## src/rtl/fa_pkg.sv

```systemverilog
// ----------------------------------------------------------------------------
// fa_pkg
// Types and constants of the fraction ALU.
// ----------------------------------------------------------------------------
`timescale 1ns / 1ps

package fa_pkg;

	localparam int OUT_W = 33;
	localparam int CMD_W = 3;

	typedef enum logic [CMD_W-1:0] {
		OP_ADD = 3'd0,
		OP_SUB = 3'd1,
		OP_MUL = 3'd2,
		OP_DIV = 3'd3,
		OP_RED = 3'd4
	} op_t;

	typedef enum logic [3:0] {
		ST_IDLE,
		ST_MUL0,
		ST_MUL1,
		ST_MUL2,
		ST_MUL3,
		ST_GCD,
		ST_DIVN,
		ST_DIVD,
		ST_FIN
	} state_t;

endpackage

```

## src/rtl/fraction_alu_unit.sv

```systemverilog
// ----------------------------------------------------------------------------
// fraction_alu_unit
// Signed fraction add, subtract, multiply, divide and GCD reduction.
// ----------------------------------------------------------------------------
// Input channel in_valid/in_ready carries cmd and the fractions a and b; the
// output channel out_valid/out_ready returns res_num, res_den and
// zero_fraction_error, one result per request.
// One request is worked on at a time; in_ready is high only while idle.
// Add, subtract, multiply and divide: three passes of the shared multiplier
// (MUL0 to MUL2), a step to take the denominator (MUL3) and a step to hand
// over (FIN), after which the sequencer returns to idle.
// Reduce: binary GCD on one shared subtractor, then two restoring divisions
// by the GCD on the same subtractor, each giving OPERAND_WIDTH quotient bits,
// then a step to hand over; 0/0 skips the divisions and flags the error.
// Unused opcodes pass a through, going from idle straight to hand-over.
// in_ready returns the cycle after a result is handed over.
// A finished result sits in the output register; the next request is taken
// while it waits. If the receiver stalls and a second result is finished,
// the unit holds it, and refuses requests, until the output register frees.
// Reset empties the output register and returns the sequencer to idle.
// ----------------------------------------------------------------------------
`timescale 1ns / 1ps

module fraction_alu_unit #(
	parameter int OPERAND_WIDTH = 16
) (
	input  logic                               clk,
	input  logic                               arst_n,
	input  logic                               in_valid,
	output logic                               in_ready,
	input  logic [fa_pkg::CMD_W-1:0]           cmd,
	input  logic signed [OPERAND_WIDTH-1:0]    a_num,
	input  logic signed [OPERAND_WIDTH-1:0]    a_den,
	input  logic signed [OPERAND_WIDTH-1:0]    b_num,
	input  logic signed [OPERAND_WIDTH-1:0]    b_den,
	output logic                               out_valid,
	input  logic                               out_ready,
	output logic signed [fa_pkg::OUT_W-1:0]    res_num,
	output logic signed [fa_pkg::OUT_W-1:0]    res_den,
	output logic                               zero_fraction_error
);

	import fa_pkg::*;

	localparam int W      = OPERAND_WIDTH;
	localparam int PROD_W = 2 * W;
	localparam int EXT_W  = (PROD_W > OUT_W) ? PROD_W : OUT_W;
	localparam int CW     = $clog2(W);

	function automatic logic [W-1:0] mag(input logic signed [W-1:0] v);
		return v[W-1] ? unsigned'(-v) : unsigned'(v);
	endfunction

	function automatic logic signed [OUT_W-1:0] apply_sign(input logic [W-1:0] q,
			input logic neg);
		logic signed [OUT_W-1:0] m;
		m = signed'(OUT_W'({1'b0, q}));
		return neg ? -m : m;
	endfunction

	state_t state_q, state_nx;

	logic [CMD_W-1:0]        cmd_q;
	logic signed [W-1:0]     an_q, ad_q, bn_q, bd_q;
	logic [W-1:0]            x_q, y_q, g_q, rem_q, quo_q;
	logic [CW-1:0]           k_q, cnt_q;
	logic signed [OUT_W-1:0] prod_q, num_q, den_q;
	logic                    err_q;
	logic signed [OUT_W-1:0] res_num_q, res_den_q;
	logic                    res_err_q, out_valid_q;

	// shared multiplier
	logic signed [W-1:0]      mul_a, mul_b;
	logic signed [PROD_W-1:0] mul_p;
	logic signed [EXT_W-1:0]  mul_ext;

	// shared subtractor / comparator
	logic [W-1:0] sub_a, sub_b;
	logic [W:0]   diff;
	logic         ge;

	logic [W-1:0] rem_sh, quo_nx, rem_nx, gsrc, y_neg;
	logic         fin_load, in_acc;

	assign mul_p   = mul_a * mul_b;
	assign mul_ext = EXT_W'(mul_p);

	assign diff = {1'b0, sub_a} - {1'b0, sub_b};
	assign ge   = ~diff[W];

	// remainder stays below the divisor, so its top bit is always clear
	assign rem_sh = {rem_q[W-2:0], quo_q[W-1]};
	assign quo_nx = {quo_q[W-2:0], ge};
	assign rem_nx = ge ? diff[W-1:0] : rem_sh;
	assign y_neg  = W'(~diff[W-1:0] + 1'b1);
	assign gsrc   = (x_q == '0) ? y_q : x_q;

	assign in_acc   = in_valid && in_ready;
	assign fin_load = (state_q == ST_FIN) && (!out_valid_q || out_ready);

	// next state
	always_comb begin
		state_nx = state_q;
		unique case (state_q)
			ST_IDLE: begin
				if (in_valid) begin
					priority if (cmd == OP_ADD || cmd == OP_SUB || cmd == OP_MUL ||
							cmd == OP_DIV)
						state_nx = ST_MUL0;
					else if (cmd == OP_RED)
						state_nx = ST_GCD;
					else
						state_nx = ST_FIN;
				end
			end
			ST_MUL0: state_nx = ST_MUL1;
			ST_MUL1: state_nx = ST_MUL2;
			ST_MUL2: state_nx = ST_MUL3;
			ST_MUL3: state_nx = ST_FIN;
			ST_GCD: begin
				priority if (x_q == '0 && y_q == '0)
					state_nx = ST_FIN;
				else if (x_q == '0 || y_q == '0)
					state_nx = ST_DIVN;
				else
					state_nx = ST_GCD;
			end
			ST_DIVN: if (cnt_q == '0) state_nx = ST_DIVD;
			ST_DIVD: if (cnt_q == '0) state_nx = ST_FIN;
			ST_FIN:  if (!out_valid_q || out_ready) state_nx = ST_IDLE;
			default: state_nx = ST_IDLE;
		endcase
	end

	// operand selection for the shared units
	always_comb begin
		in_ready = (state_q == ST_IDLE);
		mul_a    = an_q;
		mul_b    = bd_q;
		sub_a    = x_q;
		sub_b    = y_q;
		unique case (state_q)
			ST_MUL0: if (cmd_q == OP_MUL) mul_b = bn_q;
			ST_MUL1: begin
				mul_a = ad_q;
				mul_b = bn_q;
			end
			ST_MUL2: begin
				mul_a = ad_q;
				mul_b = (cmd_q == OP_DIV) ? bn_q : bd_q;
			end
			ST_DIVN, ST_DIVD: begin
				sub_a = rem_sh;
				sub_b = g_q;
			end
			default: ;
		endcase
	end

	always_ff @(posedge clk or negedge arst_n) begin
		if (!arst_n) begin
			state_q     <= ST_IDLE;
			out_valid_q <= 1'b0;
		end else begin
			state_q <= state_nx;
			if (fin_load)
				out_valid_q <= 1'b1;
			else if (out_ready)
				out_valid_q <= 1'b0;
		end
	end

	always_ff @(posedge clk) begin
		unique case (state_q)
			ST_IDLE: begin
				if (in_acc) begin
					cmd_q <= cmd;
					an_q  <= a_num;
					ad_q  <= a_den;
					bn_q  <= b_num;
					bd_q  <= b_den;
					num_q <= OUT_W'(a_num);
					den_q <= OUT_W'(a_den);
					err_q <= 1'b0;
					x_q   <= mag(a_num);
					y_q   <= mag(a_den);
					k_q   <= '0;
				end
			end
			ST_MUL0: prod_q <= mul_ext[OUT_W-1:0];
			ST_MUL1: begin
				prod_q <= mul_ext[OUT_W-1:0];
				num_q  <= prod_q;
			end
			ST_MUL2: begin
				prod_q <= mul_ext[OUT_W-1:0];
				if (cmd_q == OP_ADD)
					num_q <= num_q + prod_q;
				else if (cmd_q == OP_SUB)
					num_q <= num_q - prod_q;
			end
			ST_MUL3: den_q <= prod_q;
			ST_GCD: begin
				priority if (x_q == '0 && y_q == '0) begin
					err_q <= 1'b1;
				end else if (x_q == '0 || y_q == '0) begin
					g_q   <= gsrc << k_q;
					rem_q <= '0;
					quo_q <= mag(an_q);
					cnt_q <= CW'(W - 1);
				end else if (!x_q[0] && !y_q[0]) begin
					x_q <= x_q >> 1;
					y_q <= y_q >> 1;
					k_q <= k_q + CW'(1);
				end else if (!x_q[0]) begin
					x_q <= x_q >> 1;
				end else if (!y_q[0]) begin
					y_q <= y_q >> 1;
				end else begin
					// both odd: keep the smaller, replace the other by the gap
					x_q <= ge ? y_q : x_q;
					y_q <= ge ? diff[W-1:0] : y_neg;
				end
			end
			ST_DIVN: begin
				if (cnt_q == '0) begin
					num_q <= apply_sign(quo_nx, an_q[W-1]);
					rem_q <= '0;
					quo_q <= mag(ad_q);
					cnt_q <= CW'(W - 1);
				end else begin
					rem_q <= rem_nx;
					quo_q <= quo_nx;
					cnt_q <= cnt_q - CW'(1);
				end
			end
			ST_DIVD: begin
				if (cnt_q == '0) begin
					den_q <= apply_sign(quo_nx, ad_q[W-1]);
				end else begin
					rem_q <= rem_nx;
					quo_q <= quo_nx;
					cnt_q <= cnt_q - CW'(1);
				end
			end
			default: ;
		endcase
		if (fin_load) begin
			res_num_q <= num_q;
			res_den_q <= den_q;
			res_err_q <= err_q;
		end
	end

	assign out_valid           = out_valid_q;
	assign res_num             = res_num_q;
	assign res_den             = res_den_q;
	assign zero_fraction_error = res_err_q;

endmodule

```

## config.mk

```make
export PLATFORM = sky130hd
export DESIGN_NAME = fraction_alu_unit
export DESIGN_NICKNAME = d
export VERILOG_FILES = /design/src/rtl/fa_pkg.sv /design/src/rtl/fraction_alu_unit.sv
export SDC_FILE = /design/constraint.sdc
export NUM_CORES = 1
export LEC_CHECK = 0
export ABC_AREA = 1
export ABC_CLOCK_PERIOD_IN_PS = 18250
export CAP_MARGIN = 20
export CORE_MARGIN = 2
export CORE_UTILIZATION = 55
export CTS_CLUSTER_DIAMETER = 30
export CTS_CLUSTER_SIZE = 25
export DETAILED_ROUTE_END_ITERATION = 7
export DONT_BUFFER_PORTS = 1
export PLACE_DENSITY = 0.72
export SLEW_MARGIN = 20
export SYNTH_ARGS = -nofsm -noshare
export SYNTH_HDL_FRONTEND = slang
export SYNTH_SLANG_ARGS = --single-unit
export TNS_END_PERCENT = 20
```

## constraint.sdc

```tcl
create_clock -name clk -period 18.25 [get_ports clk]
set_clock_uncertainty 0.2 [all_clocks]
set_input_delay 1.825 -clock clk [delete_from_list [all_inputs] [get_ports clk]]
set_output_delay 1.825 -clock clk [all_outputs]
set_load 0.05 [all_outputs]
```

# Yosys cells after proc, flatten, opt, wreduce, memory -nomap -nowiden
# Cells that the tools add are included.
[op_classes]
mul = 1
bitwise_logic = 3
shifts = 1
muxes = 72
n_reduce_logical = 37
n_eq_ne = 30
add_sub_neg = 11
[ops]
columns = ["op", "count"]
rows = [
  ["$mux W16", 28],
  ["$mux W33", 8],
  ["$pmux W33 S4", 1],
  ["$pmux W33 S3", 1],
  ["$pmux W16 S3", 2],
  ["$mux W15", 5],
  ["$neg A16 Y16", 4],
  ["$pmux W16 S2", 2],
  ["$mux W4", 15],
  ["$pmux W15 S3", 1],
  ["$pmux W4 S9", 1],
  ["$add A33 B32 Y33", 1],
  ["$neg A16 Y33", 1],
  ["$sub A33 B32 Y33", 1],
  ["$logic_not A16 Y1", 2],
  ["$mul A16 B16 Y32", 1],
  ["$ne A2 B2 Y1 const B", 9],
  ["$sub A16 B16 Y17", 1],
  ["$add A16 B1 Y16 const B", 1],
  ["$eq A4 B3 Y1 const B", 4],
  ["$not A16 Y16", 1],
  ["$reduce_and A4 Y1", 4],
  ["$shl A16 B4 Y16", 1],
  ["$eq A3 B2 Y1 const B", 4],
  ["30 further kinds", 56],
]
[totals]
word_cells = 177
regBits = 325
inputBits = 71

# Longest topological paths before layout
[depth]
depth_word = 13
mapped_depth = 37
ltp_nobuf = 35

# Least setup slack after synthesis
# Ideal clock, no wire load.
[synth_path]
path_kind = "reg-to-reg"
from = "register state_q[3]"
to = "register prod_q[31] (netlist name)"
required_ps = 17788
arrival_time_ps = 7316
slack_ps = 10472
path_stages_with_launch = 27
setup_time_ps = 262
cell_sequence = "dfrtp_1 nor2_1 inv_2 nor2_1 o311ai_0 nand2_2 inv_2 nor2_1 inv_1 fa_1 inv_1 fa_1 fa_1 inv_1 fa_1 inv_1 fa_1 inv_1 fa_1 inv_1 ha_1 nand2_1 nor2_1 nand4_1 nor4_1 a21oi_1 xor2_1"
[synth_between]
elab_chain_len = 4
word_cells_on_any_way = 7
cone_classes = "mul (1); eq/ne (3); mux (2); reduce/logical (1)"
[synth_lines]
columns = ["item", "line", "text"]
rows = [
  ["start, declared", "fraction_alu_unit.sv:61", "state_t state_q, state_nx;"],
  ["start signal, assigned", "fraction_alu_unit.sv:165", "state_q <= state_nx;"],
  ["$eq A4 B2 Y1", "fraction_alu_unit.sv:142", "unique case (state_q)"],
  ["$reduce_or A2 Y1 (no line)", "-", ""],
  ["$mux W16", "fraction_alu_unit.sv:142", ""],
  ["$mul A16 B16 Y32 *", "fraction_alu_unit.sv:85", "assign mul_p = mul_a * mul_b;"],
  ["via mul_p[31]", "fraction_alu_unit.sv:74", "logic signed [PROD_W-1:0] mul_p;"],
]
# The timed path passes the listed nets; every way through them passes the cells marked *.
# A chain may end at the register's enable or synchronous reset.

# Worst setup path in the final report
[layout_path]
from = "register state_q[3]"
to = "register prod_q[28], data pin"
[layout_between]
elab_chain_len = 4
word_cells_on_any_way = 7
cone_classes = "mul (1); eq/ne (3); mux (2); reduce/logical (1)"
[layout_lines]
columns = ["item", "line", "text"]
rows = [
  ["$eq A4 B2 Y1", "fraction_alu_unit.sv:142", ""],
  ["$reduce_or A2 Y1 (no line)", "-", ""],
  ["$mux W16", "fraction_alu_unit.sv:142", ""],
  ["$mul A16 B16 Y32 *", "fraction_alu_unit.sv:85", ""],
  ["via mul_p[28]", "fraction_alu_unit.sv:74", ""],
  ["end signal, assigned", "fraction_alu_unit.sv:190", "ST_MUL0: prod_q <= mul_ext[OUT_W-1:0];"],
  ["end signal, assigned", "fraction_alu_unit.sv:192", "prod_q <= mul_ext[OUT_W-1:0];"],
  ["end signal, assigned", "fraction_alu_unit.sv:196", "prod_q <= mul_ext[OUT_W-1:0];"],
  ["end, declared", "fraction_alu_unit.sv:67", "logic signed [OUT_W-1:0] prod_q, num_q, den_q;"],
]
# Marks and branches as above.

==> flow_summary.yaml <==
outcome:
  status: "complete, no violations"
floorplanning:
  die_h_um: 236.5
  start_util_pct: 55.47
  dieArea_mm2: 0.05593
  ios: 140
  die_w_um: 236.5
  rows: 85
  core_area_mm2: 0.05360
detailed_routing:
  drtPass1Iterations: 8
  drt_iter0_drc: 2819
  via_per_inst: 5.842
  drc: 0
  avgRoutedWirePerCell_um: 21.50
  finalWirelength_um: 92440
  route.vias.total: 25120
  ant_nets: 0
job:
  maxCapViolCount: 0
logic_synthesis:
  synth_warnings: 0
  yosys-top-cells-area: "edfxtp_1, fa_1, nand2_1, inv_1, ha_1"
  avgSynthCellArea_um2: 8.408
  synth-edff-count: 320
  synth_top_area_share_pct: 32.32
  synth.ff_latch_count: 325
  synthCells: 3536
  synth_common_cells: "nand2_1, inv_1, nor2_1, edfxtp_1, fa_1"
  ys_types: 59
  yosysMostFrequentCell: "nand2_1"
  seq_area_frac_synth_pct: 32.74
  yosys_most_used_dff: "edfxtp_1"
  synth_area_mm2: 0.02973
  synth_top_cell_by_area: "edfxtp_1"
  ys_async_sr_fraction_pct: 1.538
  syn_nets: 4014
timing:
  postLayoutSetupSlackWorst_ns: 9.336
  fin_crit_sh_pct: 48.84
  setup_violations: 0
  rsz0062_at_grt: "no"
  relSlewSlack_pct: 22.15
  hold_viol: 0
  tns_ns: 0
  min_period_ns: 8.914
  slew_violations: 0
  fmax_ghz: 0.1122
  whs_ns: 0.2117
  worstMarginPinSlew_ns: 1.160
clock_tree:
  ctsRootBufferMaster: "clkbuf_16"
  clock_latency_ns: 0.61
  cts.clk_slew.worst_paths_ns: 0.05
  cts_resized: 0
  htree_levels: 3
  cts-buffers-inserted: 70
  clock_path_buffers: 3
  cts.sinks: 325
  cts_tree: "done"
  ctsHoldBuffers: 0
  post_cts_buffers: 0
min_path:
  hp-class: "register to register"
global_route:
  grt_max_degree: 68
  grt_pass1_wl_um: 140800
  grt_usage_pct: 33.12
  grt_pass1_vias: 24450
  grt_overflow: 0
  antenna_found_initial: 2
final_layout:
  area_growth_pct: 10.75
  fin_nets: 4025
  antenna_cells: 0
  ff_latch_area_mm2: 0.009734
  multiInputGateArea_mm2: 0.01707
  drive_gt1_share_pct: 6.326
  n_fill_cell: 4696
  design_area_mm2: 0.03293
placed_design:
  hpwl_um: 73670
  gp_congestion: 1.025
  port_buffers: 0
  placed_area_mm2: 0.03049
  place_ws_ns: 9.498
critical_path:
  crit_path_start_kind: "register"
  path_class: "register to register"
  endpoint_kind: "register"
  arrival_ns: 9.03
  critPathMaxFanout: 28
  required_ns: 18.36
## final timing paths
path                                         from                             to  slack (ns)  depth (start not counted)
max reg2reg                state_q[3]$_DFFE_PN0P_           prod_q[28]$_DFFE_PP_        9.34                         27
min reg2reg                       err_q$_DFFE_PP_  zero_fraction_error$_DFFE_PP_        0.21                          0
min                               err_q$_DFFE_PP_  zero_fraction_error$_DFFE_PP_        0.21                          0
max in group asynchronous                  arst_n         state_q[0]$_DFFE_PN0P_       17.06                          0
max                        state_q[3]$_DFFE_PN0P_           prod_q[28]$_DFFE_PP_        9.34                         27
min in group asynchronous                  arst_n         state_q[3]$_DFFE_PN0P_        0.72                          0
## per-stage QoR
| step | cells | utilization (%) |
|---|---|---|
| final | 4300 | 61.43 |
| after global routing | 4300 | 61.43 |
| after global placement | 4170 | 56.88 |
| after CTS | 4299 | 61.38 |
| after floorplan | 3536 | - |
| after detailed placement | 4170 | 56.88 |
## worst max-delay path: stages (launching register included)
cell and delay [ns]:
dfrtp_1 0.39, nor2_1 0.20, inv_2 0.10, nor2_2 0.55, inv_2 0.44, nor4_4 0.33
nor3_4 0.05, buf_4 0.26, o21ai_2 0.54, inv_2 0.21, nor2_1 0.17, fa_1 0.59
fa_1 0.85, fa_1 0.51, fa_1 0.51, fa_1 0.49, inv_1 0.05, fa_1 0.48
inv_1 0.04, ha_1 0.36, nand2_1 0.13, nor4_1 0.37, nand3_1 0.12, nand3_1 0.18
nand3_1 0.09, nand2_1 0.12, a21oi_1 0.09, xor2_1 0.14
## layout make-up
cell class	count	share of cell area, %
multi-input cells	2432	51.85
flip-flops and latches	325	29.56
inverters	686	7.828
clock buffers	80	5.499
well taps	696	2.645
clock inverters	49	1.820
repair buffers	32	0.7904
## per-layer routing
metal | global-route usage (%) | up-vias | share of wire (%)
met3 | 9.093 | 237 | 12
met5 | 0 | - | 0.029
li1 | - | 11510 | -
met2 | 50.36 | 1400 | 44
met1 | 45.09 | 11970 | 40
met4 | 13.35 | 4 | 3.8
## flip-flops by register name, summed over array words and instances (netlist names), 32 cells and up
register	flops
res_num	33
prod_q	32
den_q	33
res_den	33
num_q	33
## cell usage in the layout, fill, tap and decap left out, types with 10 or more instances in the layout
cell,n
xor2_1,90
o2111ai_1,20
nand2_1,702
inv_1,658
o221ai_1,20
ha_1,143
o21ai_0,210
a21o_1,10
nor3_1,38
a31oi_1,10
o21ai_2,17
fa_1,264
nand3_1,158
inv_2,20
nand4_1,42
nor4_1,15
nor2_1,345
a21oi_1,173
o211ai_1,38
or2_2,14
o21bai_1,11
o31ai_1,11
clkinv_1,11
edfxtp_1,320
o21ai_1,10
buf_4,31
clkbuf_16,71
xnor2_1,27
## kinds of logic (layout without fill, tap and decap cells)
family	Yosys count	count (layout)	synth area share, %
AOI/OAI and AO/OA	557	557	10.96
DFF	325	325	32.74
xor gates and xnor gates	117	117	3.447
and+or+nand+nor	1349	1349	18.95
buffers and inverters	779	847	10.03
muxes	2	2	0.07995
adders and majority gates	407	407	23.79
Power is left out: the tool's default activity adds up to more than one toggle a clock period on the data nets, which glitch-free logic cannot reach.
